[config.mk]
export PLATFORM = sky130hd
export DESIGN_NAME = line_pixel_generator_core
export DESIGN_NICKNAME = d
export VERILOG_FILES = /design/src/sv/lpg_pkg.sv /design/src/sv/lpg_step.sv /design/src/sv/line_pixel_generator_core.sv
export SDC_FILE = /design/constraint.sdc
export NUM_CORES = 1
export LEC_CHECK = 0
export ABC_CLOCK_PERIOD_IN_PS = 11050
export BUFFER_PORTS_ARGS = -buffer_cell sky130_fd_sc_hd__buf_2
export CELL_PAD_IN_SITES_DETAIL_PLACEMENT = 2
export CELL_PAD_IN_SITES_GLOBAL_PLACEMENT = 2
export CORE_MARGIN = 2
export CORE_UTILIZATION = 41
export DETAILED_ROUTE_END_ITERATION = 8
export PLACE_DENSITY = 0.87
export RECOVER_POWER = 25
export SETUP_SLACK_MARGIN = 0.1
export SLEW_MARGIN = 25
export SYNTH_ARGS = -nofsm -noshare
export SYNTH_HDL_FRONTEND = slang
export SYNTH_SLANG_ARGS = --single-unit
[constraint.sdc]
create_clock -name clk -period 11.05 [get_ports clk]
set_clock_uncertainty 0.2 [all_clocks]
set_input_delay 3.315 -clock clk [delete_from_list [all_inputs] [get_ports clk]]
set_output_delay 3.315 -clock clk [all_outputs]
set_load 0.02 [all_outputs]
[src/sv/lpg_pkg.sv]
// Package for the line pixel generator: widths, codes and shared types.
// Used by lpg_step and line_pixel_generator_core; depends on nothing.
package lpg_pkg;

	// coordinate and derived arithmetic widths
	localparam int COORD_BITS  = 12;
	localparam int DELTA_BITS  = COORD_BITS + 1;
	localparam int ERR_BITS    = COORD_BITS + 2;
	localparam int CANVAS_BITS = 12;
	localparam int COLOR_BITS  = 2;
	localparam int CMP_BITS    = ((COORD_BITS > CANVAS_BITS) ? COORD_BITS : CANVAS_BITS) + 1;

	// configuration port
	localparam int CFG_IDX_BITS  = 2;
	localparam int CFG_DATA_BITS = CANVAS_BITS;

	localparam logic [CFG_IDX_BITS-1:0] CFG_CANVAS_WIDTH  = 2'd0;
	localparam logic [CFG_IDX_BITS-1:0] CFG_CANVAS_HEIGHT = 2'd1;
	localparam logic [CFG_IDX_BITS-1:0] CFG_PEN_COLOR     = 2'd2;

	localparam logic [CANVAS_BITS-1:0] CANVAS_RESET = 12'd800;
	localparam logic [COLOR_BITS-1:0]  COLOR_RESET  = 2'd2;

	// opcodes
	localparam logic OP_START = 1'b0;
	localparam logic OP_STEP  = 1'b1;

	typedef logic signed [COORD_BITS-1:0] coord_t;
	typedef logic signed [DELTA_BITS-1:0] sdelta_t;
	typedef logic        [DELTA_BITS-1:0] delta_t;
	typedef logic signed [ERR_BITS-1:0]   err_t;
	typedef logic        [CANVAS_BITS-1:0] canvas_t;
	typedef logic        [COLOR_BITS-1:0]  color_t;

	// rasterizer state carried from item to item
	typedef struct packed {
		coord_t major_pos;
		coord_t minor_pos;
		coord_t major_end;
		err_t   error_term;
		delta_t delta_major;
		delta_t delta_minor;
		logic   minor_down;
		logic   steep_swap;
		logic   line_active;
	} line_state_t;

	// one result transaction
	typedef struct packed {
		coord_t pixel_x;
		coord_t pixel_y;
		color_t pixel_color;
		logic   on_canvas;
		logic   no_pixel;
		logic   last;
	} pixel_t;

	// canvas and pen settings
	typedef struct packed {
		canvas_t canvas_width;
		canvas_t canvas_height;
		color_t  pen_color;
	} canvas_cfg_t;

endpackage

[src/sv/lpg_step.sv]
// Combinational line setup and per-pixel step of the rasterizer.
// Depends on lpg_pkg; instantiated by line_pixel_generator_core.
module lpg_step import lpg_pkg::*; (
	input  logic        opcode,
	input  coord_t      start_x,
	input  coord_t      start_y,
	input  coord_t      end_x,
	input  coord_t      end_y,
	input  canvas_cfg_t cfg,
	input  line_state_t state,
	output line_state_t state_nxt,
	output pixel_t      pixel
);

	function automatic delta_t abs_delta(input sdelta_t v);
		abs_delta = v[DELTA_BITS-1] ? delta_t'(-v) : delta_t'(v);
	endfunction

	// line setup
	sdelta_t dx, dy, dr;
	delta_t  adx, ady, dm, adn;
	logic    steep, reorder;
	coord_t  a_maj, a_min, b_maj, b_min;
	coord_t  p0_maj, p0_min, p1_maj;
	line_state_t start_state;

	always_comb begin
		dx      = sdelta_t'(end_x) - sdelta_t'(start_x);
		dy      = sdelta_t'(end_y) - sdelta_t'(start_y);
		adx     = abs_delta(dx);
		ady     = abs_delta(dy);
		steep   = ady > adx;
		a_maj   = steep ? start_y : start_x;
		a_min   = steep ? start_x : start_y;
		b_maj   = steep ? end_y : end_x;
		b_min   = steep ? end_x : end_y;
		// endpoints are swapped when the major difference is negative
		reorder = steep ? dy[DELTA_BITS-1] : dx[DELTA_BITS-1];
		dm      = steep ? ady : adx;
		adn     = steep ? adx : ady;
		dr      = steep ? dx : dy;
		p0_maj  = reorder ? b_maj : a_maj;
		p0_min  = reorder ? b_min : a_min;
		p1_maj  = reorder ? a_maj : b_maj;

		start_state.major_pos   = p0_maj;
		start_state.minor_pos   = p0_min;
		start_state.major_end   = p1_maj;
		start_state.delta_major = dm;
		start_state.delta_minor = adn;
		start_state.error_term  = $signed({1'b0, adn}) - $signed({1'b0, dm});
		// minor direction flips with the endpoint swap
		start_state.minor_down  = (dr != '0) && (dr[DELTA_BITS-1] ^ reorder);
		start_state.steep_swap  = steep;
		start_state.line_active = dm != '0;
	end

	// pixel emission and advance
	coord_t  px, py;
	sdelta_t major_inc;
	logic    fin, x_in, y_in;
	err_t    err_adj;
	line_state_t step_state;

	always_comb begin
		px        = state.steep_swap ? state.minor_pos : state.major_pos;
		py        = state.steep_swap ? state.major_pos : state.minor_pos;
		x_in      = !px[COORD_BITS-1] &&
		            (CMP_BITS'(unsigned'(px)) < CMP_BITS'(cfg.canvas_width));
		y_in      = !py[COORD_BITS-1] &&
		            (CMP_BITS'(unsigned'(py)) < CMP_BITS'(cfg.canvas_height));
		major_inc = sdelta_t'(state.major_pos) + sdelta_t'(1);
		fin       = major_inc >= sdelta_t'(state.major_end);

		step_state           = state;
		step_state.major_pos = state.major_pos + coord_t'(1);
		err_adj              = state.error_term;
		if (!state.error_term[ERR_BITS-1]) begin
			step_state.minor_pos = state.minor_down ? state.minor_pos - coord_t'(1)
			                                        : state.minor_pos + coord_t'(1);
			err_adj = state.error_term - $signed({1'b0, state.delta_major});
		end
		step_state.error_term  = err_adj + $signed({1'b0, state.delta_minor});
		step_state.line_active = !fin;
	end

	// select by opcode
	always_comb begin
		pixel = '0;
		if (opcode == OP_START) begin
			state_nxt = start_state;
		end else if (!state.line_active) begin
			state_nxt      = state;
			pixel.no_pixel = 1'b1;
		end else begin
			state_nxt         = step_state;
			pixel.pixel_x     = px;
			pixel.pixel_y     = py;
			pixel.pixel_color = cfg.pen_color;
			pixel.on_canvas   = x_in && y_in;
			pixel.last        = fin;
		end
	end

endmodule

[src/sv/line_pixel_generator_core.sv]
// Line pixel generator top level: input register, state, result register, config.
// Depends on lpg_pkg and lpg_step.
//
// Integer line rasterizer. A start transaction (opcode 0) loads two endpoints and
// produces no result; each step transaction (opcode 1) returns one pixel with its
// position, pen color, canvas flag and a last flag on the final pixel of the line,
// or a result with no_pixel set when no line is active. One transaction is taken every
// clock unless a step waits on a stalled result slot: the line state is updated by a
// single add, compare and select per cycle, so consecutive steps and starts run back
// to back. Step results pass the input and result registers. The user must write
// configuration (canvas size, pen color) only while idle; the block does not enforce it.
module line_pixel_generator_core import lpg_pkg::*; (
	input  logic                    clk,
	input  logic                    arst_n,
	// input channel
	input  logic                    in_valid,
	output logic                    in_stall,
	input  logic                    opcode,
	input  coord_t                  start_x,
	input  coord_t                  start_y,
	input  coord_t                  end_x,
	input  coord_t                  end_y,
	// output channel
	output logic                    out_valid,
	input  logic                    out_stall,
	output coord_t                  pixel_x,
	output coord_t                  pixel_y,
	output color_t                  pixel_color,
	output logic                    on_canvas,
	output logic                    no_pixel,
	output logic                    last,
	// configuration writes
	input  logic                    cfg_wr_en,
	input  logic [CFG_IDX_BITS-1:0] cfg_index,
	input  logic [CFG_DATA_BITS-1:0] cfg_data
);

	canvas_cfg_t cfg_q;
	line_state_t state_q, state_nxt;
	pixel_t      pixel_nxt, result_q;
	logic        valid_s1, opcode_s1;
	coord_t      start_x_s1, start_y_s1, end_x_s1, end_y_s1;
	logic        out_valid_q, out_free, advance_s1;

	// configuration registers
	always_ff @(posedge clk or negedge arst_n) begin
		if (!arst_n) begin
			cfg_q.canvas_width  <= CANVAS_RESET;
			cfg_q.canvas_height <= CANVAS_RESET;
			cfg_q.pen_color     <= COLOR_RESET;
		end else if (cfg_wr_en) begin
			unique case (cfg_index)
				CFG_CANVAS_WIDTH:  cfg_q.canvas_width  <= canvas_t'(cfg_data);
				CFG_CANVAS_HEIGHT: cfg_q.canvas_height <= canvas_t'(cfg_data);
				CFG_PEN_COLOR:     cfg_q.pen_color     <= color_t'(cfg_data);
				default: ;
			endcase
		end
	end

	// flow control: a start leaves regardless, a step needs a free result slot
	assign out_free   = !out_valid_q || !out_stall;
	assign advance_s1 = valid_s1 && ((opcode_s1 == OP_START) || out_free);
	assign in_stall   = valid_s1 && !advance_s1;

	// input register
	always_ff @(posedge clk or negedge arst_n) begin
		if (!arst_n) begin
			valid_s1 <= 1'b0;
		end else if (!in_stall) begin
			valid_s1 <= in_valid;
		end
	end

	always_ff @(posedge clk) begin
		if (!in_stall) begin
			opcode_s1  <= opcode;
			start_x_s1 <= start_x;
			start_y_s1 <= start_y;
			end_x_s1   <= end_x;
			end_y_s1   <= end_y;
		end
	end

	lpg_step u_step (
		.opcode    (opcode_s1),
		.start_x   (start_x_s1),
		.start_y   (start_y_s1),
		.end_x     (end_x_s1),
		.end_y     (end_y_s1),
		.cfg       (cfg_q),
		.state     (state_q),
		.state_nxt (state_nxt),
		.pixel     (pixel_nxt)
	);

	// line state
	always_ff @(posedge clk or negedge arst_n) begin
		if (!arst_n) begin
			state_q <= '0;
		end else if (advance_s1) begin
			state_q <= state_nxt;
		end
	end

	// result register
	always_ff @(posedge clk or negedge arst_n) begin
		if (!arst_n) begin
			out_valid_q <= 1'b0;
		end else if (advance_s1 && (opcode_s1 == OP_STEP)) begin
			out_valid_q <= 1'b1;
		end else if (!out_stall) begin
			out_valid_q <= 1'b0;
		end
	end

	always_ff @(posedge clk) begin
		if (advance_s1 && (opcode_s1 == OP_STEP)) begin
			result_q <= pixel_nxt;
		end
	end

	assign out_valid   = out_valid_q;
	assign pixel_x     = result_q.pixel_x;
	assign pixel_y     = result_q.pixel_y;
	assign pixel_color = result_q.pixel_color;
	assign on_canvas   = result_q.on_canvas;
	assign no_pixel    = result_q.no_pixel;
	assign last        = result_q.last;

endmodule

# Word-level counts from Yosys, hierarchy flattened
# Index checks and enable logic that the tools add are counted.
op_classes:
  order_cmp: 4
  n_eq_ne: 5
  n_addsub: 11
  n_bitwise: 2
  n_reduce_logical: 25
  mux: 23
op_table:
  columns: ["operator", "count"]
  rows:
  - ["79-bit 2-to-1 mux", 2]
  - ["12-bit 2-to-1 mux", 11]
  - ["13-bit 2-to-1 mux", 5]
  - ["13-bit negation", 2]
  - ["13-bit nonzero test", 2]
  - ["12-bit by 12-bit subtractor with 13-bit output", 2]
  - ["12-bit by 2-bit adder with 12-bit output (second input constant)", 2]
  - ["12-bit < comparator", 2]
  - ["14-bit adder", 1]
  - ["14-bit 2-to-1 mux", 1]
  - ["13-bit by 13-bit subtractor with 14-bit output", 1]
  - ["14-bit subtractor", 1]
  - ["12-bit by 2-bit adder with 13-bit output (second input constant)", 1]
  - ["13-bit by 12-bit greater-or-equal comparator with 1-bit output", 1]
  - ["13-bit greater-than comparator", 1]
  - ["2-bit AND reduction", 6]
  - ["12-bit by 2-bit subtractor with 12-bit output (second input constant)", 1]
  - ["1-bit logical AND", 7]
  - ["1-bit zero test", 6]
  - ["1-bit 2-to-1 mux", 4]
  - ["2-bit != test (second input constant)", 2]
  - ["3-bit AND reduction", 1]
  - ["2-bit by 1-bit equality test with 1-bit output (second input constant)", 1]
  - ["2-bit equality test (second input constant)", 1]
  - ["other kinds (5)", 6]
word_totals:
  regBits: 185
  input_bits: 68
  word_cells: 95

# Depth between registers and ports, before layout
# Gate-level depths: netlist (run 1).
logic_depth:
  word_depth: 8
  depth_mapped: 27
  depth_no_buf: 27

# By module
# Synthesis (run 1) repeated with hierarchy kept, for this count alone.
hier_totals:
  hier_cells: 1877
  hier_area_um2: 16040.4
by_module_without_submodules:
  columns: ["module", "n_inst", "area_per_inst_um2", "cells_per_inst"]
  rows:
  - ["lpg_step", 1, 8464.4, 1284]
  - ["line_pixel_generator_core", 1, 7576.0, 593]

# Worst setup path before layout (run 1)
# No wires, ideal clock.
synth_timing:
  kind: "input-to-output"
  start: "in out_stall"
  end: "out in_stall"
  path_stages: 2
  slack_ns: 2.144
  t_required_ns: 7.535
  arrival_ns: 5.391
  path_buffers: 0
  cell_sequence: "nand4_1 > inv_1"
synth_via:
  elab_chain_len: 6
synth_lines:
  columns: ["element", "line_no", "source"]
  rows:
  - ["from (decl)", "line_pixel_generator_core.sv:25", "input logic out_stall,"]
  - ["1-bit zero test", null, null]
  - ["1-bit logical OR", "line_pixel_generator_core.sv:62", "assign out_free = !out_valid_q || !out_stall;"]
  - ["1-bit logical OR", "line_pixel_generator_core.sv:63", "assign advance_s1 = valid_s1 && ((opcode_s1 == OP_START) || out_free);"]
  - ["1-bit logical AND", "line_pixel_generator_core.sv:63", null]
  - ["1-bit zero test", "line_pixel_generator_core.sv:64", "assign in_stall = valid_s1 && !advance_s1;"]
  - ["1-bit logical AND", "line_pixel_generator_core.sv:64", null]
  - ["to (decl)", "line_pixel_generator_core.sv:17", "output logic in_stall,"]
# Every way passes these cells.

# Worst setup path after layout (run 1)
layout_timing:
  start: "reg start_x_s1[0]"
  end: "reg state_q[41] (netlist bit)"
layout_via:
  elab_chain_len: 7
layout_lines:
  columns: ["element", "line_no", "source"]
  rows:
  - ["from (decl)", "line_pixel_generator_core.sv:42", "coord_t start_x_s1, start_y_s1, end_x_s1, end_y_s1;"]
  - ["from (signal assigned)", "line_pixel_generator_core.sv:78", "start_x_s1 <= start_x;"]
  - ["12-bit by 12-bit subtractor with 13-bit output *", "lpg_step.sv:28", "dx = sdelta_t'(end_x) - sdelta_t'(start_x);"]
  - ["13-bit negation", "lpg_step.sv:16", "abs_delta = v[DELTA_BITS-1] ? delta_t'(-v) : delta_t'(v);"]
  - ["13-bit 2-to-1 mux *", "lpg_step.sv:16", null]
  - ["13-bit greater-than comparator", "lpg_step.sv:32", "steep = ady > adx;"]
  - ["13-bit 2-to-1 mux, on equally long branches", "lpg_step.sv:40, lpg_step.sv:39", null]
  - ["13-bit by 13-bit subtractor with 14-bit output *", "lpg_step.sv:51", "start_state.error_term = $signed({1'b0, adn}) - $signed({1'b0, dm});"]
  - ["79-bit 2-to-1 mux *", "lpg_step.sv:90", "if (opcode == OP_START) begin"]
  - ["to (signal assigned)", "line_pixel_generator_core.sv:102", "state_q <= state_nxt;"]
  - ["to (decl)", "line_pixel_generator_core.sv:39", "line_state_t state_q, state_nxt;"]
# Mark *: on every way between the ends. The rest lies on a longest branch, timed or not.
# A chain may end at the register's enable or synchronous reset.

==> qor.log, run 1 <==
qor: floorplanning.chip_height 189 µm
qor: floorplanning.floorplan.initialDensity 41.7%
qor: power_and_ir_drop.worst_ir_drop_vdd 225 µV
qor: route.first_pass_iters 6
qor: floorplanning.core_region_area 33,600 µm²
qor: flow_run.cap_violations 3
qor: place.placement.io_buffers 98
qor: route.detail_route.vias_per_cell 6.19
qor: route.post_drt_wl_per_cell 26.1 µm
qor: route.drt_first_iter_violations 880
qor: yosys.syn_nets 1,745
qor: floorplanning.dieArea 35,700 µm²
qor: yosys.netlist_area_before_placement 14,000 µm²
qor: timing.max-slew-margin-rel -54.5%
qor: yosys.synth-edff-count 78
qor: worst_setup_path.cp.arrival 8.62 ns
qor: yosys.syn_inst 1,560
qor: clocking.cts.path.max_buffers 2
qor: outcome.violations capacitance limit, slew limit
qor: clocking.hold_buffers 0
qor: worst_setup_path.setup.worst_path.class flip-flop to flip-flop
qor: clocking.clk_transition_reported_paths 0.08 ns
qor: worst_setup_path.worst_r2r_endpoint state_q[41]
qor: global_routing.grt_use_total 30.9%
qor: place.detailedPlace.worstSlack 2.95 ns
qor: route.route.final.wire_length 54,400 µm
qor: clocking.cts_made_buffers 17
qor: layout.nFillCells 3,627
qor: clocking.cts_max_level 4
qor: clocking.post_cts_resize_count 0
qor: worst_setup_path.critical_path.slowest_cell o21ai_4
qor: route.drt.antenna.violating_nets 0
qor: timing.setup_repair_after_global_routing_missed_its_margin no
qor: timing.final.setup.worst_slack 2.62 ns
qor: yosys.synth_seq_cells 185
qor: layout.stdcell_area 15,600 µm²
qor: timing.final-setup-viol-count 0
qor: clocking.post_cts.repair.setup_buffers 0
qor: worst_setup_path.slowest_delay 0.85 ns
qor: clocking.number_of_sinks_handled_by_clock_tree_synthesis 185
qor: min_path.timing.hold.worst.class flip-flop to flip-flop
qor: floorplanning.floorplan.die.width 189 µm
qor: place.hpwl 39,500 µm
qor: clocking.tritoncts yes
qor: worst_setup_path.critical_path.max_fanout 39
qor: power_and_ir_drop.cellLeakagePower 6.74 nW
qor: timing.slew_violations 108
qor: layout.utilization 46.4%
qor: route.route.detailed.drc 0
qor: global_routing.grt.overflow.total 0
qor: layout.layout-area-overhead-vs-synth 11.2%
qor: timing.max_freq 119 MHz
qor: global_routing.maximum_number_of_pins_on_one_net_before_global_route_repair 70
qor: yosys.syn_avg_cell_area 8.98 µm²
qor: route.num_vias 12,891
qor: worst_setup_path.required 11.24 ns
qor: worst_setup_path.most_common_cell_type_on_the_critical_path ha_1
qor: worst_setup_path.startpoint_of_the_worst_register_to_register_path start_x_s1[0]
qor: layout.nets 1,808
qor: global_routing.grt_pass1_wl 84,100 µm
qor: worst_setup_path.worst-r2r-cell-count 26
qor: timing.fin_crit_share 76.3%
qor: layout.antenna_diode_count 0
qor: clocking.cts_root_buf clkbuf_16
qor: timing.hold-worst-slack 0.285 ns
qor: min_path.hold_path_depth 2
qor: floorplanning.floorplan.io_pins 99
qor: yosys.synth-warning-count 0
qor: timing.timing.setup.tns 0 ns
qor: min_path.hold_end state_q[23]
qor: worst_setup_path.endpoint_kind flip-flop
qor: yosys.asyncSetResetFlopFracSynth 57.8%
qor: global_routing.first_global_vias 14,054
qor: worst_setup_path.setup.reg_to_reg.worst_slack 2.62 ns
qor: yosys.synth_ff_type dfrtp_1
qor: global_routing.initial_antenna_violation_count 1
qor: place.postPlaceCellArea 15,000 µm²
qor: yosys.synth_seq_area_share 35.9%
qor: worst_setup_path.cp-start-kind flip-flop
qor: power_and_ir_drop.power.density_cell_area 352 nW/µm²
qor: place.gp_congestion 0.907
qor: yosys.yosysUniqueCellTypes 101
qor: min_path.hold_start state_q[23]
qor: floorplanning.std_cell_rows 67
qor: outcome.status finished, violations left
qor: timing.report.final.hold_viol_count 0
qor: timing.timing_worst_slew_pin_value 2.32 ns
qor: layout.final_layout_size_suffix_gt1_share 13.4%
qor: clocking.clk-insertion-delay-late 0.48 ns
qor: timing.timing.final.crit_period 8.43 ns
[cells in the mapped netlist, types with 4 or more instances]
| cell | instances | area, µm² |
|---|---|---|
| nand3b_1 | 5 | 37.5 |
| mux2i_1 | 36 | 360 |
| clkbuf_1 | 56 | 210 |
| o221ai_1 | 8 | 70.1 |
| inv_1 | 118 | 443 |
| nor3_1 | 16 | 80.1 |
| a31oi_1 | 13 | 81.3 |
| edfxtp_1 | 78 | 2340 |
| xnor2_1 | 46 | 403 |
| buf_1 | 12 | 45.0 |
| a221oi_1 | 10 | 87.6 |
| a211o_1 | 5 | 43.8 |
| a21boi_0 | 13 | 97.6 |
| ha_1 | 112 | 1400 |
| a21oi_1 | 89 | 445 |
| dfstp_2 | 7 | 184 |
| nor3b_1 | 4 | 30.0 |
| and4_1 | 6 | 52.6 |
| o22ai_1 | 8 | 50.1 |
| dfrtp_1 | 100 | 2500 |
| xor2_1 | 31 | 272 |
| nand2_1 | 179 | 672 |
| a211oi_1 | 7 | 52.6 |
| a21o_1 | 16 | 120 |
| nand3_1 | 44 | 220 |
| or2_2 | 4 | 25.0 |
| nand2b_1 | 17 | 106 |
| fa_1 | 5 | 100 |
| and2_1 | 37 | 231 |
| nor2b_1 | 11 | 68.8 |
| a2bb2oi_1 | 5 | 43.8 |
| mux2_2 | 36 | 405 |
| o211ai_1 | 37 | 278 |
| o21a_1 | 24 | 180 |
| o2111ai_1 | 4 | 35.0 |
| o21ai_0 | 131 | 656 |
| o31ai_1 | 12 | 90.1 |
| o21bai_1 | 8 | 60.1 |
| a22oi_1 | 4 | 30.0 |
| nor2_1 | 82 | 308 |
| o21ai_1 | 8 | 40.0 |
| nand4_1 | 11 | 68.8 |
| and3_1 | 16 | 100 |
[state kept, by name (all words and copies together), names as in the netlist]
| signal | flops |
|---|---|
| state_q | 79 |
| cfg_q | 26 |
| end_x_s1 | 12 |
| end_y_s1 | 12 |
| pixel_x | 12 |
| pixel_y | 12 |
| start_x_s1 | 12 |
| start_y_s1 | 12 |
| pixel_color | 2 |
| last | 1 |
| no_pixel | 1 |
| on_canvas | 1 |
| opcode_s1 | 1 |
| out_valid | 1 |
| valid_s1 | 1 |
[layout make-up]
cell class                      count  area, µm²  area share, %
Inverter                          118        443           2.84
Clock inverter                     13        190           1.22
Multi-Input combinational cell   1186       8300           53.3
Timing Repair Buffer              115        627           4.02
Sequential cell                   185       5030           32.3
Tap cell                          448        561           3.60
Clock buffer                       19        433           2.78
[cell families after synthesis]
kind of cell,Yosys count,share of synthesized area (%)
AND/OR/NAND/NOR,460,15.8
AO/OA/AOI/OAI,454,21.4
buffers and inverters,189,5.20
flip-flops,185,35.9
adder cells (fa/ha/maj),117,10.7
XOR/XNOR,80,5.16
multiplexers,75,5.78
[critical path: cells and delay by family (launching register included)]
| family | cells | cell delay [ns] |
|---|---|---|
| fa+ha+maj | 4 | 1.26 |
| buf+inv | 2 | 0.69 |
| compound gates | 13 | 3.54 |
| flops | 1 | 0.43 |
| simple gates | 7 | 2.22 |
[per-layer routing]
layer	part of all wire, %	vias to the layer above	wire (µm)	global-route usage (%)
li1	-	5762	-	-
met1	43	6651	23400	39.4
met2	50	372	27000	53.5
met3	4.3	104	2350	4.43
met4	3.0	2	1620	10.8
met5	0.022	-	12	0
[where the power goes]
group          leakage [nW]  switching [mW]  total (mW)  internal (mW)
Combinational          4.36            2.33        3.69           1.37
Sequential             2.08           0.192        1.11          0.913
Clock                 0.300           0.320       0.684          0.364
[cells in the final DEF, fill, tap and decap left out, drive strengths merged, types with 39 or more instances in the layout]
master / synthesis / layout
edfxtp: 78 / 78
dfrtp: 100 / 100
buf: 14 / 103
o21ai: 140 / 140
and2: 39 / 39
a21oi: 89 / 89
xnor2: 46 / 46
nor2: 82 / 82
inv: 118 / 122
ha: 112 / 112
nand3: 45 / 45
nand2: 180 / 180
[worst max path at each step]
| stage | from | end | slack, ns | cells past startpoint |
|---|---|---|---|---|
| global route | start_x_s1[0] | state_q[41] | 2.22 | 26 |
| detailed placement | start_x_s1[0] | state_q[41] | 2.95 | 26 |
| floorplan | out_stall | in_stall | 2.14 | 2 |
| global placement | start_x_s1[0] | state_q[41] | 3.45 | 26 |
| CTS | start_x_s1[0] | state_q[41] | 2.85 | 26 |
| finish | start_x_s1[0] | state_q[41] | 2.62 | 26 |
[per-stage QoR]
stage | std cells | power (mW)
2_1_floorplan | 1560 | 3.53
3_3_place_gp | 2050 | 4.32
3_5_place_dp | 2052 | 4.63
4_1_cts | 2084 | 5.44
5_1_grt | 2084 | 5.85
6_report | 2084 | 5.48
Note: power is estimated with default switching activity, not from simulation.
==> run 2, diff against run 1 <==
Settings changed: ABC_AREA set to 1, ABC_CLOCK_PERIOD_IN_PS 11050 to 8200, CORE_UTILIZATION 41 to 36, PLACE_DENSITY 0.87 to 0.84.
Clock period 11.05 ns to 8.2 ns, I/O delays scaled along.
==> run 2 against run 1 <==
Against the previous run: the run still ends with capacitance limit, slew limit left; area after synthesis up 4.0%; maximum frequency up 36%; wire length up 4.5%; design area up 3.4%; core utilization down 5.9 points; first-iteration DRC count down 23%; setup slack worse by 0.62 ns; non-clock buffer count down 7; critical path type unchanged.
==> qor.log, run 2 <==
qor: outcome.status finished, violations left
qor: outcome.violations capacitance limit, slew limit
qor: min_path.timing.hold.worst.class flip-flop to flip-flop
qor: global_routing.first_global_vias 15,844 [+13%]
qor: yosys.syn_nets 2,254 [+29%]
qor: global_routing.initial_antenna_violation_count 1 [unchanged]
qor: clocking.hold_buffers 0 [unchanged]
qor: floorplanning.dieArea 42,100 µm² [+18%]
qor: route.first_pass_iters 5 [-1]
qor: timing.max_freq 161 MHz [+36%]
qor: timing.final-setup-viol-count 0 [unchanged]
qor: global_routing.grt.overflow.total 0 [unchanged]
qor: layout.final_cell_mix nand2_1 (603), inv_1 (305), o21ai_0 (175)
qor: worst_setup_path.critical_path.max_fanout 52 [+33%]
qor: worst_setup_path.most_common_cell_type_on_the_critical_path nand2_1
qor: layout.stdcell_area 16,100 µm² [+3.4%]
qor: worst_setup_path.endpoint_kind flip-flop
qor: layout.instances_no_fill 2,674 [+28%]
qor: layout.nets 2,321 [+28%]
qor: yosys.ys_top_cells_by_area dfrtp_1 (17%), edfxtp_1 (16%), nand2_1 (16%), ha_1 (9.6%), inv_1 (7.9%)
qor: yosys.synth_commonest_cells nand2_1 (604), inv_1 (307), o21ai_0 (175)
qor: worst_setup_path.critical_path.slowest_cell inv_2
qor: clocking.clk_transition_reported_paths 0.08 ns [about the same]
qor: global_routing.grt_use_total 28.1% [-2.8 points]
qor: route.post_drt_wl_per_cell 21.3 µm [-19%]
qor: layout.nFillCells 4,838 [+33%]
qor: worst_setup_path.cp-start-kind flip-flop
qor: yosys.yosysTopAreaCellShare 17.2% [-0.69 points]
qor: yosys.synth_most_common_cell nand2_1
qor: yosys.yosysUniqueCellTypes 59 [-42%]
qor: yosys.netlist.top_cell.by_area dfrtp_1
qor: place.placed_cells 2,641 [+29%]
qor: yosys.synth_seq_cells 185 [unchanged]
qor: yosys.synth-warning-count 0 [unchanged]
qor: layout.regArea 5030 µm² [about the same]
qor: yosys.netlist_area_before_placement 14,600 µm² [+4.0%]
qor: clocking.post_cts.repair.setup_buffers 0 [unchanged]
qor: timing.timing_worst_slew_pin_value 2.75 ns [+0.428 ns]
qor: route.detail_route.vias_per_cell 5.43 [-12%]
qor: timing.max-slew-margin-rel -83.0% [-29 points]
qor: clocking.post_cts_resize_count 0 [unchanged]
qor: power_and_ir_drop.fin_total_pwr 6.95 mW [+27%]
qor: layout.final_layout_size_suffix_gt1_share 10.5% [-2.9 points]
qor: route.drt_first_iter_violations 676 [-23%]
qor: yosys.syn_avg_cell_area 7.05 µm² [-22%]
qor: layout.layout-area-overhead-vs-synth 10.5%
qor: timing.setup_repair_after_global_routing_missed_its_margin no
qor: worst_setup_path.cp.arrival 6.36 ns [-2.26 ns]
qor: global_routing.grt_pass1_wl 89,600 µm [+6.6%]
qor: timing.timing.setup.tns 0 ns [unchanged]
qor: floorplanning.floorplan.initialDensity 36.6% [-5.1 points]
qor: yosys.syn_inst 2,069 [+33%]
qor: place.hpwl 45,300 µm [+15%]
qor: floorplanning.core_region_area 39,800 µm² [+18%]
qor: floorplanning.chip_height 205 µm [+8.7%]
qor: worst_setup_path.setup.worst_path.class flip-flop to flip-flop
qor: route.num_vias 14,512 [+13%]
qor: flow_run.cap_violations 2 [-1]
qor: yosys.synth_ff_type dfrtp_1
qor: yosys.synth_seq_area_share 34.5% [-1.4 points]
qor: layout.largest_reg_flops 79 [unchanged]
qor: route.route.detailed.drc 0 [unchanged]
qor: floorplanning.floorplan.io_pins 99 [unchanged]
qor: clocking.cts_root_buf clkbuf_16
qor: layout.antenna_diode_count 0 [unchanged]
qor: timing.fin_crit_share 75.6% [-0.70 points]
qor: timing.timing.final.crit_period 6.20 ns [-2.23 ns]
qor: layout.largest_registers state_q x79, cfg_q x26
qor: layout.final_common_cell nand2_1
qor: place.postPlaceCellArea 15,500 µm² [+3.5%]
qor: global_routing.maximum_number_of_pins_on_one_net_before_global_route_repair 68 [-2.9%]
qor: worst_setup_path.required 8.36 ns [-2.88 ns]
qor: route.route.final.wire_length 56,900 µm [+4.5%]
qor: timing.report.final.hold_viol_count 0 [unchanged]
qor: timing.slew_violations 78 [-28%]
qor: place.gp_congestion 0.849 [-6.4%]
qor: worst_setup_path.slowest_delay 0.66 ns [-0.19 ns]
qor: power_and_ir_drop.cellLeakagePower 8.30 nW [+23%]
qor: clocking.cts_made_buffers 17 [unchanged]
qor: place.placement.io_buffers 98 [unchanged]
qor: clocking.number_of_sinks_handled_by_clock_tree_synthesis 185 [unchanged]
qor: route.drt.antenna.violating_nets 0 [unchanged]
qor: layout.registers.top_by_ff_count state_q
qor: clocking.tritoncts yes
qor: floorplanning.floorplan.die.width 205 µm [+8.7%]
qor: power_and_ir_drop.worst_ir_drop_vdd 188 µV [-17%]
qor: clocking.cts.path.max_buffers 2 [unchanged]
qor: clocking.clk-insertion-delay-late 0.51 ns [+0.03 ns]
qor: power_and_ir_drop.power.density_cell_area 431 nW/µm² [+23%]
qor: yosys.synth-edff-count 78 [unchanged]
qor: layout.multi_input_comb_area 8060 µm² [-2.9%]
qor: yosys.asyncSetResetFlopFracSynth 57.8% [unchanged]
qor: clocking.cts_max_level 4 [unchanged]
qor: floorplanning.std_cell_rows 73 [+9.0%]
## run 2: changes by cell type after synthesis, moves of 33 or more
| cell | before | now |
|---|---|---|
| inv_1 | 118 | 307 |
| nand2_1 | 179 | 604 |
| nand2_2 | 1 | 34 |
| a21oi_1 | 89 | 145 |
| o21ai_0 | 131 | 175 |
| xnor2_1 | 46 | 5 |
| and2_1 | 37 | 0 |
| o211ai_1 | 37 | 1 |
| nor2_1 | 82 | 117 |
| nand3_1 | 44 | 148 |
| mux2_2 | 36 | 0 |
## run 2: area by class of cell
type | count | share of cell area, %
clock buffers | 19 | 2.82
clock inverters | 13 | 0.924
inverters | 318 | 7.44
multi-input cells | 1506 | 50.0
flip-flops and latches | 185 | 31.2
well taps | 525 | 4.08
repair buffers | 108 | 3.50
## run 2: final timing paths
check	from	endpoint	cells after the start	slack (ns)
setup / recovery	start_y_s1[0]	state_q[59]	28	2.00
hold / removal	cfg_q[15]	cfg_q[15]	2	0.31
setup reg to reg	start_y_s1[0]	state_q[59]	28	2.00
hold reg to reg	cfg_q[15]	cfg_q[15]	2	0.31
max in group asynchronous	arst_n	state_q[7]	2	4.18
min in group asynchronous	arst_n	cfg_q[21]	1	2.19
## run 2: per-stage QoR
stage	util, %	worst slack [ns]	hold WS (ns)
6_report	40.5	2.00	0.309
5_1_grt	40.5	1.50	0.340
3_5_place_dp	38.9	2.09	0.279
2_1_floorplan	-	2.58	0.253
4_1_cts	40.5	2.07	0.314
3_3_place_gp	38.9	2.22	0.271
## run 2: cell families after synthesis
kind of cell	synth area share (%)
flops	34.5
fa+ha+maj	10.3
xor+xnor	1.13
buf+inv	10.3
simple gates	28.4
compound gates	14.7
mux	0.687
## run 2: report_power, final
group          internal (mW)  switching, mW  leakage, nW
sequential              1.23          0.253         2.05
clock                  0.448          0.441        0.291
combinational           1.45           3.13         5.95
total                   3.13           3.82         8.30
## run 2: worst max-delay path: cells and delay by family, from the launching register on
kind	cells	cell delay, ns
buffers and inverters	6	1.45
DFF	1	0.42
AOI/OAI and AO/OA	3	0.76
and+or+nand+nor	16	2.10
adders and majority gates	3	1.06
## run 2: metal layers
metal | share of wire [%] | up-vias | wire, µm | global-route usage (%)
li1 | - | 6893 | - | -
met1 | 46 | 7296 | 26200 | 36.5
met2 | 48 | 247 | 27600 | 48.1
met3 | 3.1 | 74 | 1750 | 4.34
met4 | 2.3 | 2 | 1320 | 8.32
met5 | 0.023 | - | 13 | 0
